`config.mk`:
```
export PLATFORM = sky130hd
export DESIGN_NAME = xor_checked_frame_receiver
export DESIGN_NICKNAME = d
export VERILOG_FILES = /design/src/hw/rtl/xcfr_pkg.sv /design/src/hw/rtl/xcfr_store.sv /design/src/hw/rtl/xor_checked_frame_receiver.sv
export SDC_FILE = /design/constraint.sdc
export NUM_CORES = 1
export LEC_CHECK = 0
export ABC_AREA = 1
export BUFFER_PORTS_ARGS = -buffer_cell sky130_fd_sc_hd__buf_2
export CELL_PAD_IN_SITES_DETAIL_PLACEMENT = 1
export CELL_PAD_IN_SITES_GLOBAL_PLACEMENT = 2
export CORE_MARGIN = 5
export CORE_UTILIZATION = 45
export DETAILED_ROUTE_END_ITERATION = 6
export PLACE_DENSITY_LB_ADDON = 0.1
export SLEW_MARGIN = 20
export SYNTH_ARGS = -nofsm -noshare
export SYNTH_HDL_FRONTEND = slang
export SYNTH_HIERARCHICAL = 1
export SYNTH_SLANG_ARGS = --single-unit
```
`constraint.sdc`:
```
create_clock -name aclk -period 10.4 [get_ports aclk]
set_clock_uncertainty 0.1 [all_clocks]
set_input_delay 1.04 -clock aclk [delete_from_list [all_inputs] [get_ports aclk]]
set_output_delay 1.04 -clock aclk [all_outputs]
set_load 0.01 [all_outputs]
```
`src/hw/rtl/xcfr_pkg.sv`:
```
// Package for the XOR-checked frame receiver: byte type, frame constants,
// result status codes and sequencer states. No dependencies.
package xcfr_pkg;

    typedef logic [7:0] byte_t;

    localparam int    DEF_BUFFER_BYTES = 64;
    localparam byte_t START_MARK       = 8'hFF;
    localparam byte_t CMD_MIN          = 8'hF0;
    localparam int    FRAME_OVERHEAD   = 4;
    localparam int    HEADER_BYTES     = 3;
    localparam int    MAX_DATA         = 60;
    localparam int    TDATA_W          = 32;

    typedef enum logic [1:0] {
        STAT_DATA  = 2'd0,
        STAT_EMPTY = 2'd1,
        STAT_ERROR = 2'd2
    } status_t;

    typedef enum logic [3:0] {
        ST_IDLE,
        ST_ALIGN_RD,
        ST_ALIGN,
        ST_CMD,
        ST_LEN,
        ST_SUM,
        ST_RESULT,
        ST_EMIT,
        ST_DROP
    } state_t;

endpackage

```
`src/hw/rtl/xcfr_store.sv`:
```
// Byte store of the frame receiver: one write port, one read port with
// registered read data. Depends on xcfr_pkg.
module xcfr_store #(
    parameter int DEPTH = xcfr_pkg::DEF_BUFFER_BYTES,
    parameter int PTR_W = $clog2(xcfr_pkg::DEF_BUFFER_BYTES)
) (
    input  logic               aclk,
    input  logic               wr_en,
    input  logic [PTR_W-1:0]   wr_addr,
    input  xcfr_pkg::byte_t    wr_data,
    input  logic               rd_en,
    input  logic [PTR_W-1:0]   rd_addr,
    output xcfr_pkg::byte_t    rd_data
);
    import xcfr_pkg::*;

    byte_t mem [DEPTH];
    byte_t rd_data_reg;

    always_ff @(posedge aclk) begin
        if (wr_en) begin
            mem[wr_addr] <= wr_data;
        end
        if (rd_en) begin
            rd_data_reg <= mem[rd_addr];
        end
    end

    assign rd_data = rd_data_reg;

endmodule

```
`src/hw/rtl/xor_checked_frame_receiver.sv`:
```
// Sequence: one byte is written in the accepting cycle; the locate pass then runs
// ALIGN_RD and ALIGN, dropping bytes before a start byte, then CMD and LEN, and SUM when a
// frame is complete, then one result per cycle unless m_tready stalls, then DROP.
// Input: s_tready is low from acceptance until the pass ends, so no new byte is taken
// during a pass; output stalls lengthen the pass, and the single read port of the
// store paces it.
// Reset: synchronous, active low; empties the store (contents are not cleared).
module xor_checked_frame_receiver #(
    parameter int BUFFER_BYTES = xcfr_pkg::DEF_BUFFER_BYTES
) (
    input  logic                           aclk,
    input  logic                           aresetn,
    input  logic                           s_tvalid,
    output logic                           s_tready,
    input  logic [7:0]                     s_tdata,  // [7:0] rx_byte
    output logic                           m_tvalid,
    input  logic                           m_tready,
    output logic [xcfr_pkg::TDATA_W-1:0]   m_tdata,  // [7:0] command, [13:8] data_length,
                                                     // [19:14] data_index, [27:20] data_byte
    output logic [1:0]                     m_tuser,  // [1:0] status
    output logic                           m_tlast
);
    import xcfr_pkg::*;

    localparam int PTR_W = (BUFFER_BYTES > 1) ? $clog2(BUFFER_BYTES) : 1;
    localparam int CNT_W = $clog2(BUFFER_BYTES + 1);
    localparam int CMP_W = (CNT_W > 9) ? CNT_W + 1 : 10;

    function automatic logic [PTR_W-1:0] ptr_add(input logic [PTR_W-1:0] base,
                                                 input logic [CNT_W-1:0] off);
        logic [CNT_W:0] sum;
        sum = {{(CNT_W + 1 - PTR_W){1'b0}}, base} + {1'b0, off};
        if (sum >= BUFFER_BYTES[CNT_W:0]) begin
            sum = sum - BUFFER_BYTES[CNT_W:0];
        end
        return sum[PTR_W-1:0];
    endfunction

    state_t             state_reg, state_next;
    logic [PTR_W-1:0]   head_reg, head_next;
    logic [CNT_W-1:0]   fill_reg, fill_next;
    logic [CNT_W-1:0]   off_reg, off_next;
    byte_t              cmd_reg, cmd_next;
    logic [5:0]         len_reg, len_next;
    byte_t              xor_reg, xor_next;

    logic               m_valid_reg, m_valid_next;
    status_t            m_status_reg, m_status_next;
    byte_t              m_cmd_reg, m_cmd_next;
    logic [5:0]         m_len_reg, m_len_next;
    logic [5:0]         m_idx_reg, m_idx_next;
    byte_t              m_byte_reg, m_byte_next;
    logic               m_last_reg, m_last_next;

    logic               wr_en;
    logic [PTR_W-1:0]   wr_addr;
    logic               rd_en;
    logic [CNT_W-1:0]   rd_off;
    byte_t              rd_data;

    logic               accept;
    logic               full;
    logic               out_free;
    logic [CMP_W-1:0]   fill_ext;
    logic [CMP_W-1:0]   off_ext;
    logic [CMP_W-1:0]   len_ext;
    logic [CMP_W-1:0]   need_ext;
    logic [CMP_W-1:0]   drop_ext;
    logic [CMP_W-1:0]   idx_ext;
    logic               sum_done;
    logic               emit_last;
    byte_t              xor_after;

    xcfr_store #(
        .DEPTH (BUFFER_BYTES),
        .PTR_W (PTR_W)
    ) u_store (
        .aclk    (aclk),
        .wr_en   (wr_en),
        .wr_addr (wr_addr),
        .wr_data (s_tdata),
        .rd_en   (rd_en),
        .rd_addr (ptr_add(head_reg, rd_off)),
        .rd_data (rd_data)
    );

    assign s_tready  = (state_reg == ST_IDLE);
    assign accept    = s_tvalid && s_tready;
    assign full      = (fill_reg == BUFFER_BYTES[CNT_W-1:0]);
    assign out_free  = !m_valid_reg || m_tready;
    assign fill_ext  = CMP_W'(fill_reg);
    assign off_ext   = CMP_W'(off_reg);
    assign len_ext   = CMP_W'(len_reg);
    assign need_ext  = CMP_W'(rd_data) + CMP_W'(FRAME_OVERHEAD);
    assign drop_ext  = len_ext + CMP_W'(FRAME_OVERHEAD);
    assign idx_ext   = off_ext - CMP_W'(HEADER_BYTES);
    assign sum_done  = (off_ext == len_ext + CMP_W'(HEADER_BYTES));
    assign emit_last = (off_ext + CMP_W'(1) == len_ext + CMP_W'(HEADER_BYTES));
    assign xor_after = xor_reg ^ rd_data;
    assign wr_addr   = full ? head_reg : ptr_add(head_reg, fill_reg);

    always_comb begin
        state_next = state_reg;
        unique case (state_reg)
            ST_IDLE: begin
                if (accept) begin
                    state_next = ST_ALIGN_RD;
                end
            end
            ST_ALIGN_RD: begin
                state_next = ST_ALIGN;
            end
            ST_ALIGN: begin
                if (fill_reg == '0) begin
                    state_next = ST_IDLE;
                end else if (rd_data != START_MARK) begin
                    state_next = ST_ALIGN;
                end else if (fill_ext < CMP_W'(HEADER_BYTES)) begin
                    state_next = ST_IDLE;
                end else begin
                    state_next = ST_CMD;
                end
            end
            ST_CMD: begin
                state_next = (rd_data < CMD_MIN) ? ST_IDLE : ST_LEN;
            end
            ST_LEN: begin
                if (rd_data > byte_t'(MAX_DATA) || fill_ext < need_ext) begin
                    state_next = ST_IDLE;
                end else begin
                    state_next = ST_SUM;
                end
            end
            ST_SUM: begin
                if (sum_done) begin
                    if (xor_after != '0 || len_reg == '0) begin
                        state_next = ST_RESULT;
                    end else begin
                        state_next = ST_EMIT;
                    end
                end
            end
            ST_RESULT: begin
                if (out_free) begin
                    state_next = ST_DROP;
                end
            end
            ST_EMIT: begin
                if (out_free && emit_last) begin
                    state_next = ST_DROP;
                end
            end
            ST_DROP: begin
                state_next = ST_IDLE;
            end
            default: begin
                state_next = ST_IDLE;
            end
        endcase
    end

    always_comb begin
        head_next     = head_reg;
        fill_next     = fill_reg;
        off_next      = off_reg;
        cmd_next      = cmd_reg;
        len_next      = len_reg;
        xor_next      = xor_reg;
        m_valid_next  = m_valid_reg && !m_tready;
        m_status_next = m_status_reg;
        m_cmd_next    = m_cmd_reg;
        m_len_next    = m_len_reg;
        m_idx_next    = m_idx_reg;
        m_byte_next   = m_byte_reg;
        m_last_next   = m_last_reg;
        wr_en         = 1'b0;
        rd_en         = 1'b0;
        rd_off        = '0;
        unique case (state_reg)
            ST_IDLE: begin
                if (accept) begin
                    wr_en = 1'b1;
                    if (full) begin
                        head_next = ptr_add(head_reg, CNT_W'(1));
                    end else begin
                        fill_next = fill_reg + CNT_W'(1);
                    end
                end
            end
            ST_ALIGN_RD: begin
                rd_en = 1'b1;
            end
            ST_ALIGN: begin
                if (fill_reg != '0 && rd_data != START_MARK) begin
                    head_next = ptr_add(head_reg, CNT_W'(1));
                    fill_next = fill_reg - CNT_W'(1);
                    rd_en     = 1'b1;
                    rd_off    = CNT_W'(1);
                end else if (fill_reg != '0 && fill_ext >= CMP_W'(HEADER_BYTES)) begin
                    rd_en  = 1'b1;
                    rd_off = CNT_W'(1);
                end
            end
            ST_CMD: begin
                cmd_next = rd_data;
                xor_next = START_MARK ^ rd_data;
                rd_en    = 1'b1;
                rd_off   = CNT_W'(2);
            end
            ST_LEN: begin
                len_next = rd_data[5:0];
                xor_next = xor_after;
                off_next = CNT_W'(HEADER_BYTES);
                rd_en    = 1'b1;
                rd_off   = CNT_W'(HEADER_BYTES);
            end
            ST_SUM: begin
                xor_next = xor_after;
                rd_en    = 1'b1;
                if (sum_done) begin
                    off_next = CNT_W'(HEADER_BYTES);
                    rd_off   = CNT_W'(HEADER_BYTES);
                end else begin
                    off_next = off_reg + CNT_W'(1);
                    rd_off   = off_reg + CNT_W'(1);
                end
            end
            ST_RESULT: begin
                if (out_free) begin
                    m_valid_next  = 1'b1;
                    m_status_next = (xor_reg != '0) ? STAT_ERROR : STAT_EMPTY;
                    m_cmd_next    = cmd_reg;
                    m_len_next    = len_reg;
                    m_idx_next    = '0;
                    m_byte_next   = '0;
                    m_last_next   = 1'b1;
                end
            end
            ST_EMIT: begin
                if (out_free) begin
                    m_valid_next  = 1'b1;
                    m_status_next = STAT_DATA;
                    m_cmd_next    = cmd_reg;
                    m_len_next    = len_reg;
                    m_idx_next    = idx_ext[5:0];
                    m_byte_next   = rd_data;
                    m_last_next   = emit_last;
                    if (!emit_last) begin
                        off_next = off_reg + CNT_W'(1);
                        rd_en    = 1'b1;
                        rd_off   = off_reg + CNT_W'(1);
                    end
                end
            end
            ST_DROP: begin
                head_next = ptr_add(head_reg, drop_ext[CNT_W-1:0]);
                fill_next = fill_reg - drop_ext[CNT_W-1:0];
            end
            default: begin
            end
        endcase
    end

    always_ff @(posedge aclk) begin
        if (!aresetn) begin
            state_reg   <= ST_IDLE;
            head_reg    <= '0;
            fill_reg    <= '0;
            m_valid_reg <= 1'b0;
        end else begin
            state_reg   <= state_next;
            head_reg    <= head_next;
            fill_reg    <= fill_next;
            m_valid_reg <= m_valid_next;
        end
        off_reg      <= off_next;
        cmd_reg      <= cmd_next;
        len_reg      <= len_next;
        xor_reg      <= xor_next;
        m_status_reg <= m_status_next;
        m_cmd_reg    <= m_cmd_next;
        m_len_reg    <= m_len_next;
        m_idx_reg    <= m_idx_next;
        m_byte_reg   <= m_byte_next;
        m_last_reg   <= m_last_next;
    end

    assign m_tvalid = m_valid_reg;
    assign m_tuser  = m_status_reg;
    assign m_tlast  = m_last_reg;
    assign m_tdata  = {{(TDATA_W - 28){1'b0}}, m_byte_reg, m_idx_reg, m_len_reg, m_cmd_reg};

    a_fill_bound: assert property (@(posedge aclk) disable iff (!aresetn)
        fill_reg <= BUFFER_BYTES[CNT_W-1:0])
        else $error("fill count beyond buffer size");

    a_busy_after_accept: assert property (@(posedge aclk) disable iff (!aresetn)
        (s_tvalid && s_tready) |=> !s_tready)
        else $error("new transaction taken before locate pass");

    a_single_result_last: assert property (@(posedge aclk) disable iff (!aresetn)
        (m_tvalid && m_tuser != STAT_DATA) |-> m_tlast)
        else $error("status or error result without last");

    a_fill_shrinks_only_on_drop: assert property (@(posedge aclk) disable iff (!aresetn)
        (state_reg != ST_ALIGN && state_reg != ST_DROP) |=> fill_reg >= $past(fill_reg))
        else $error("bytes lost outside alignment or frame removal");

endmodule
```
After elaboration in Yosys (flattened, before gate mapping)

Memory sizes are Yosys's and may differ from the RTL's. A register that Yosys moved wholly into a read port is not among the register bits.
Cells that the tools add are included.

Bits in registers: 78
RAM bits: 512
Input bits: 12
Output and inout bits: 37
Logic and storage cells: 151
Memories kept: 1

Memory list:

| name        | depth | bits a word | rd ports | clocked after Yosys merged registers in | write ports | line             | text |
|---|---|---|---|---|---|---|---|
| u_store.mem | 64    | 8           | 1        | 1                                       | 1           | xcfr_store.sv:17 | `byte_t mem [DEPTH];` |

Add/sub/neg operators: 17
$lt $le $gt $ge: 9
Equality and inequality tests: 21
Muxes and demuxes: 58
Bitwise gates (word level): 2
Reduce and logical (&&, ||, !) cells: 29

Operators with widths:

| cell                | count |
|---|---|
| $mux 6              | 10 |
| $mux 7              | 8 |
| $pmux 7 s3          | 2 |
| $pmux 7 s5          | 1 |
| $pmux 4 s8          | 1 |
| $pmux 8 s2          | 2 |
| $add 6x7->8         | 3 |
| $ge 8x7->1 const B  | 3 |
| $sub 6x1->6 const B | 4 |
| $pmux 6 s3          | 1 |
| $eq 4x3->1 const B  | 4 |
| $mux 4              | 4 |
| $mux 8              | 2 |
| $reduce_bool 8->1   | 2 |
| $mux 1              | 15 |
| $add 7x1->7 const B | 2 |
| $ne 2x2->1 const B  | 7 |
| $mux 2              | 6 |
| $pmux 6 s2          | 1 |
| $reduce_and 4->1    | 3 |
| $add 8x3->9 const B | 1 |
| $lt 7x9->1          | 1 |
| $add 7x1->8 const B | 1 |
| $eq 4x2->1 const B  | 2 |
| 37 further kinds    | 50 |

Logic depth before layout (Yosys ltp)

Depth in word-level cells: 8
Gate-level depth with buffers: 29
Mapped depth without buffers: 28

Cells and area by module

The synthesis kept the hierarchy.

By module, submodules not included:

| module                     | instances | cells each | area each (um^2) | sequential area each (um^2) |
|---|---|---|---|---|
| xcfr_store                 | 1         | 1805       | 21419.3          | 15615.0 |
| xor_checked_frame_receiver | 1         | 612        | 5062.4           | 2162.1 |

Worst setup path after synthesis

No wires, ideal clock.

Kind: register to register
From: register len_reg[0]
To: register u_store.rd_data_reg[2], in the netlist u_store/rd_data[2] (read register of u_store.mem), data pin
Library setup time: 0.253 ns
Arrival: 3.395 ns
Required time: 10.047 ns
Setup slack: 6.652 ns
Stages on the path, launching flop included: 27
Path buffers: 2
Period minus slack after synthesis: 3.748 ns
Cells stage by stage: edfxtp_1 inv_2 ha_1 inv_2 nand2_1 nand2_1 o21ai_0 inv_1 nand2_1 nor2_4 nand3_4 nand2_1 nand2_1 nand2_1 nor2_1 o21ai_0 ha_1 fa_1 nand3_1 nand2_1 xor2_1 clkbuf_1 inv_1 clkbuf_1 nand3_1 nand3_1 nand2_1

Word-level cells in the longest chain between the ends: 8
Elaborated cells on any way between the ends: 14
Those cells by class: add/sub: 3; order compare: 1; eq/ne: 2; mux: 8

RTL lines:

| item                                      | line                                                               | text |
|---|---|---|
| start: declaration                        | xor_checked_frame_receiver.sv:44                                   | `logic [5:0] len_reg, len_next;` |
| start signal: assignment                  | xor_checked_frame_receiver.sv:278                                  | `len_reg <= len_next;` |
| $add 6x2->7 *                             | xor_checked_frame_receiver.sv:97, xor_checked_frame_receiver.sv:98 |  |
| $eq 8x7->1                                | xor_checked_frame_receiver.sv:98                                   | `assign emit_last = (off_ext + CMP_W'(1) == len_ext + CMP_W'(HEADER_BYTES));` |
| $mux 7                                    | xor_checked_frame_receiver.sv:248                                  | `if (!emit_last) begin` |
| $mux 7                                    | xor_checked_frame_receiver.sv:240                                  | `if (out_free) begin` |
| $pmux 7 s5                                | xor_checked_frame_receiver.sv:179                                  | `unique case (state_reg)` |
| $add 6x7->8                               | xor_checked_frame_receiver.sv:32                                   | `sum = {{(CNT_W + 1 - PTR_W){1'b0}}, base} + {1'b0, off};` |
| $ge 8x7->1 or $sub 6x1->6 (tied branches) | xor_checked_frame_receiver.sv:33, xor_checked_frame_receiver.sv:34 |  |
| $mux 6                                    | xor_checked_frame_receiver.sv:33                                   | `if (sum >= BUFFER_BYTES[CNT_W:0]) begin` |
| end: declaration                          | xcfr_store.sv:18                                                   | `byte_t rd_data_reg;` |

Every way passes the cells marked *; elsewhere a longest branch is shown, timed or not.
A chain may end at the register's enable or synchronous reset.

Final worst setup path

From: register len_reg[2]
To: register u_store.rd_data_reg[3], in the netlist u_store/rd_data[3] (read register of u_store.mem), data pin

The elaborated chain is that of the path after synthesis.

==> flow_metrics.env <==
export IMPL_io_buffers=44
export IMPL_switching_power_mw=3.82
export IMPL_hpwlAfterDp_um=46300
export IMPL_nFillCells=6294
export IMPL_grt_pass1_wl_um=115000
export IMPL_clk_pin_slew_ps=60
export IMPL_numCtsBuffers=67
export IMPL_synth_async_reset_ratio_pct=0
export IMPL_rsz0062_at_grt="no"
export IMPL_start_util_pct=45.1
export IMPL_power_density_nw_per_um2=310
export IMPL_clk_latency_ps=600
export IMPL_core_area_um2=58700
export IMPL_combPwrFrac_pct=41.4
export IMPL_p_seq_share_pct=32.8
export IMPL_fp_dieH_um=253
export IMPL_fin_crit_sh_pct=61.1
export IMPL_grt_start_max_net_pins=208
export IMPL_drv_slew=0
export IMPL_timing_rr_start="len_reg[2]"
export IMPL_diodes=0
export IMPL_cts_setup_buffers=0
export IMPL_register_area_um2=17800
export IMPL_yosysTopAreaCell="edfxtp_1"
export IMPL_via_count=17997
export IMPL_track_usage_pct=23.7
export IMPL_final_common_cell="nand2_1"
export IMPL_cts_resized_gates=0
export IMPL_die_x_um=253
export IMPL_vdd_drop_max_mv=0.656
export IMPL_synth_distinct_cells=47
export IMPL_setup_tns_ps=0
export IMPL_routed_via_density=5.52
export IMPL_clock_power_share_pct=25.8
export IMPL_area_delta_synth_final_pct=10.5
export IMPL_grt_overflow_total=0
export IMPL_cp_end_kind="flip-flop"
export IMPL_fin_crit_ps=6350
export IMPL_hold_violations=0
export IMPL_cp_start_kind="flip-flop"
export IMPL_grt_pass1_vias=18418
export IMPL_finalSetupViolations=0
export IMPL_multi_input_area_um2=7490
export IMPL_cts_tree="yes"
export IMPL_slew_headroom_pct=10.4
export IMPL_cp_required_ps=10650
export IMPL_drv_cap=0
export IMPL_final_net_count=2487
export IMPL_detail_route_wl_per_cell_um=23.4
export IMPL_cts_num_sinks=598
export IMPL_netlist_top_cells_area="edfxtp_1, nand2_1, nand3_1, nor2_1, ha_1"
export IMPL_whs_ps=321
export IMPL_drive_gt1_share_pct=8.76
export IMPL_routed_wl_met2_um=36400
export IMPL_crit_arrival_ps=6600
export IMPL_h_tree_depth=3
export IMPL_yosys_warnings=6
export IMPL_routed_top_layer="met4"
export IMPL_reg2reg_slack_ps=4050
export IMPL_ff2ff_path_depth=25
export IMPL_r2r_end="u_store/rd_data[3]"
export IMPL_synth_edf_count=580
export IMPL_holdPathStages=0
export IMPL_dieArea_um2=63800
export IMPL_worstSetupStartpoint="len_reg[2]"
export IMPL_clockBufferDepth=3
export IMPL_largest_reg_flops=512
export IMPL_holdCritStartpoint="cmd_reg[5]"
export IMPL_holdBufCountCts=0
export IMPL_seq_area_frac_synth_pct=67.1
export IMPL_largest_register="u_store/mem"
export IMPL_fmaxAchievable_ghz=0.157
export IMPL_antenna_found_initial=0
export IMPL_first_pass_iters=5
export IMPL_p_leak_nw=10.8
export IMPL_placementRows=89
export IMPL_synth_area_per_cell_um2=11.0
export IMPL_worstMarginPinSlew_ps=1340
export IMPL_mostFrequentLayoutCells="nand2_1, edfxtp_1, nand3_1"
export IMPL_path_class="flip-flop to flip-flop"
export IMPL_routabilityCongestion=0.820
export IMPL_root_buffer="clkbuf_16"
export IMPL_syn_inst=2417
export IMPL_crit_fanout=66
export IMPL_routed_wl_met3_um=4170
export IMPL_ios=49
export IMPL_min_to="m_cmd_reg[5]"
export IMPL_p_int_mw=5.24
export IMPL_antenna_left=0
export IMPL_synth_area_um2=26500
export IMPL_wl_um=76200
export IMPL_power_share_switching_pct=42.2
export IMPL_synth_top_area_share_pct=65.8
export IMPL_run_status="finished clean"
export IMPL_drc=0
export IMPL_drt_iter0_drc=1368
export IMPL_yosys_register_bits=598
export IMPL_wl_met1_um=33400
export IMPL_synth_ff_type="edfxtp_1"
export IMPL_hold_path_class="flip-flop to flip-flop"
[cells by family (layout without fill, tap and decap cells)]
| logic type | after synthesis | after routing | share of synthesized area [%] |
|---|---|---|---|
| DFF | 598 | 598 | 67.1 |
| adders and majority gates | 36 | 36 | 1.81 |
| and+or+nand+nor | 1436 | 1436 | 23.4 |
| buffers and inverters | 228 | 298 | 4.81 |
| xor gates and xnor gates | 31 | 31 | 1.03 |
| AOI/OAI and AO/OA | 87 | 87 | 1.82 |
| other | 1 | 4 | 0.0142 |
[synthesized netlist by cell type (11+ instances only)]
| cell | instances |
|---|---|
| nand4_1 | 16 |
| nand3_1 | 478 |
| nand2_1 | 773 |
| clkbuf_1 | 17 |
| edfxtp_1 | 580 |
| inv_1 | 87 |
| nor4_1 | 11 |
| buf_4 | 21 |
| ha_1 | 32 |
| o21ai_1 | 12 |
| a21oi_1 | 33 |
| buf_2 | 38 |
| dfxtp_1 | 18 |
| nor2_1 | 122 |
| xor2_1 | 22 |
| o21ai_0 | 28 |
| buf_6 | 35 |
| inv_2 | 16 |
[worst max-delay path: stages, from the launching register on]
cell and delay [ps]:
edfxtp_1 590, ha_1 270, nand2_1 130, nor2_2 180, nand3_1 120, nand2_1 120
inv_1 40, nand2_1 60, inv_1 60, nand3_4 110, nand2_1 60, nand2_1 120
nand2_1 60, nor2_1 80, o21ai_0 250, ha_4 280, fa_4 1080, buf_4 510
buf_4 770, nand3_1 190, nand3_1 170, nand2_1 70, nand2_1 70, nand3_1 260
nand3_1 180, nand2_1 60
[area by class of cell]
class	count	area share, %
clock buffer	83	6.15
clock inverter	37	1.24
inverter	104	1.37
multi-input combinational	1594	25.6
sequential	598	60.7
tap	773	3.30
timing repair buffer	74	1.61
[through the flow]
stage          util (%)  setup WS [ps]  cell area [µm²]  total power, mW  instances
6_report           49.9           4050            29300             9.06       3263
3_3_place_gp       46.2           4100            27100             6.73       3143
5_1_grt            49.9           3610            29300             9.65       3263
4_1_cts            49.9           4010            29300             9.15       3263
3_5_place_dp       46.2           4040            27100             6.78       3143
2_1_floorplan         -           6650            26500             5.77       2420
[worst max path at each step]
stage,to
2_1_floorplan,u_store/rd_data[2]
3_3_place_gp,u_store/rd_data[3]
6_report,u_store/rd_data[3]
4_1_cts,u_store/rd_data[3]
3_5_place_dp,u_store/rd_data[3]
5_1_grt,u_store/rd_data[3]
[layer usage]
layer  up-vias  track usage, %
li1       8424               -
met3       114            4.39
met1      9035            32.0
met5         -               0
met4         0            7.48
met2       424            39.1
[power by group through the flow]
stage          registers (mW)  logic, mW  clock network [mW]
6_report                 2.97       3.75                2.34
5_1_grt                  2.98       4.17                2.50
4_1_cts                  2.97       3.78                2.39
3_5_place_dp             3.02       3.75                   0
3_3_place_gp             3.02       3.71                   0
2_1_floorplan            2.95       2.82                   0
Power figures use the tool's default switching activity.
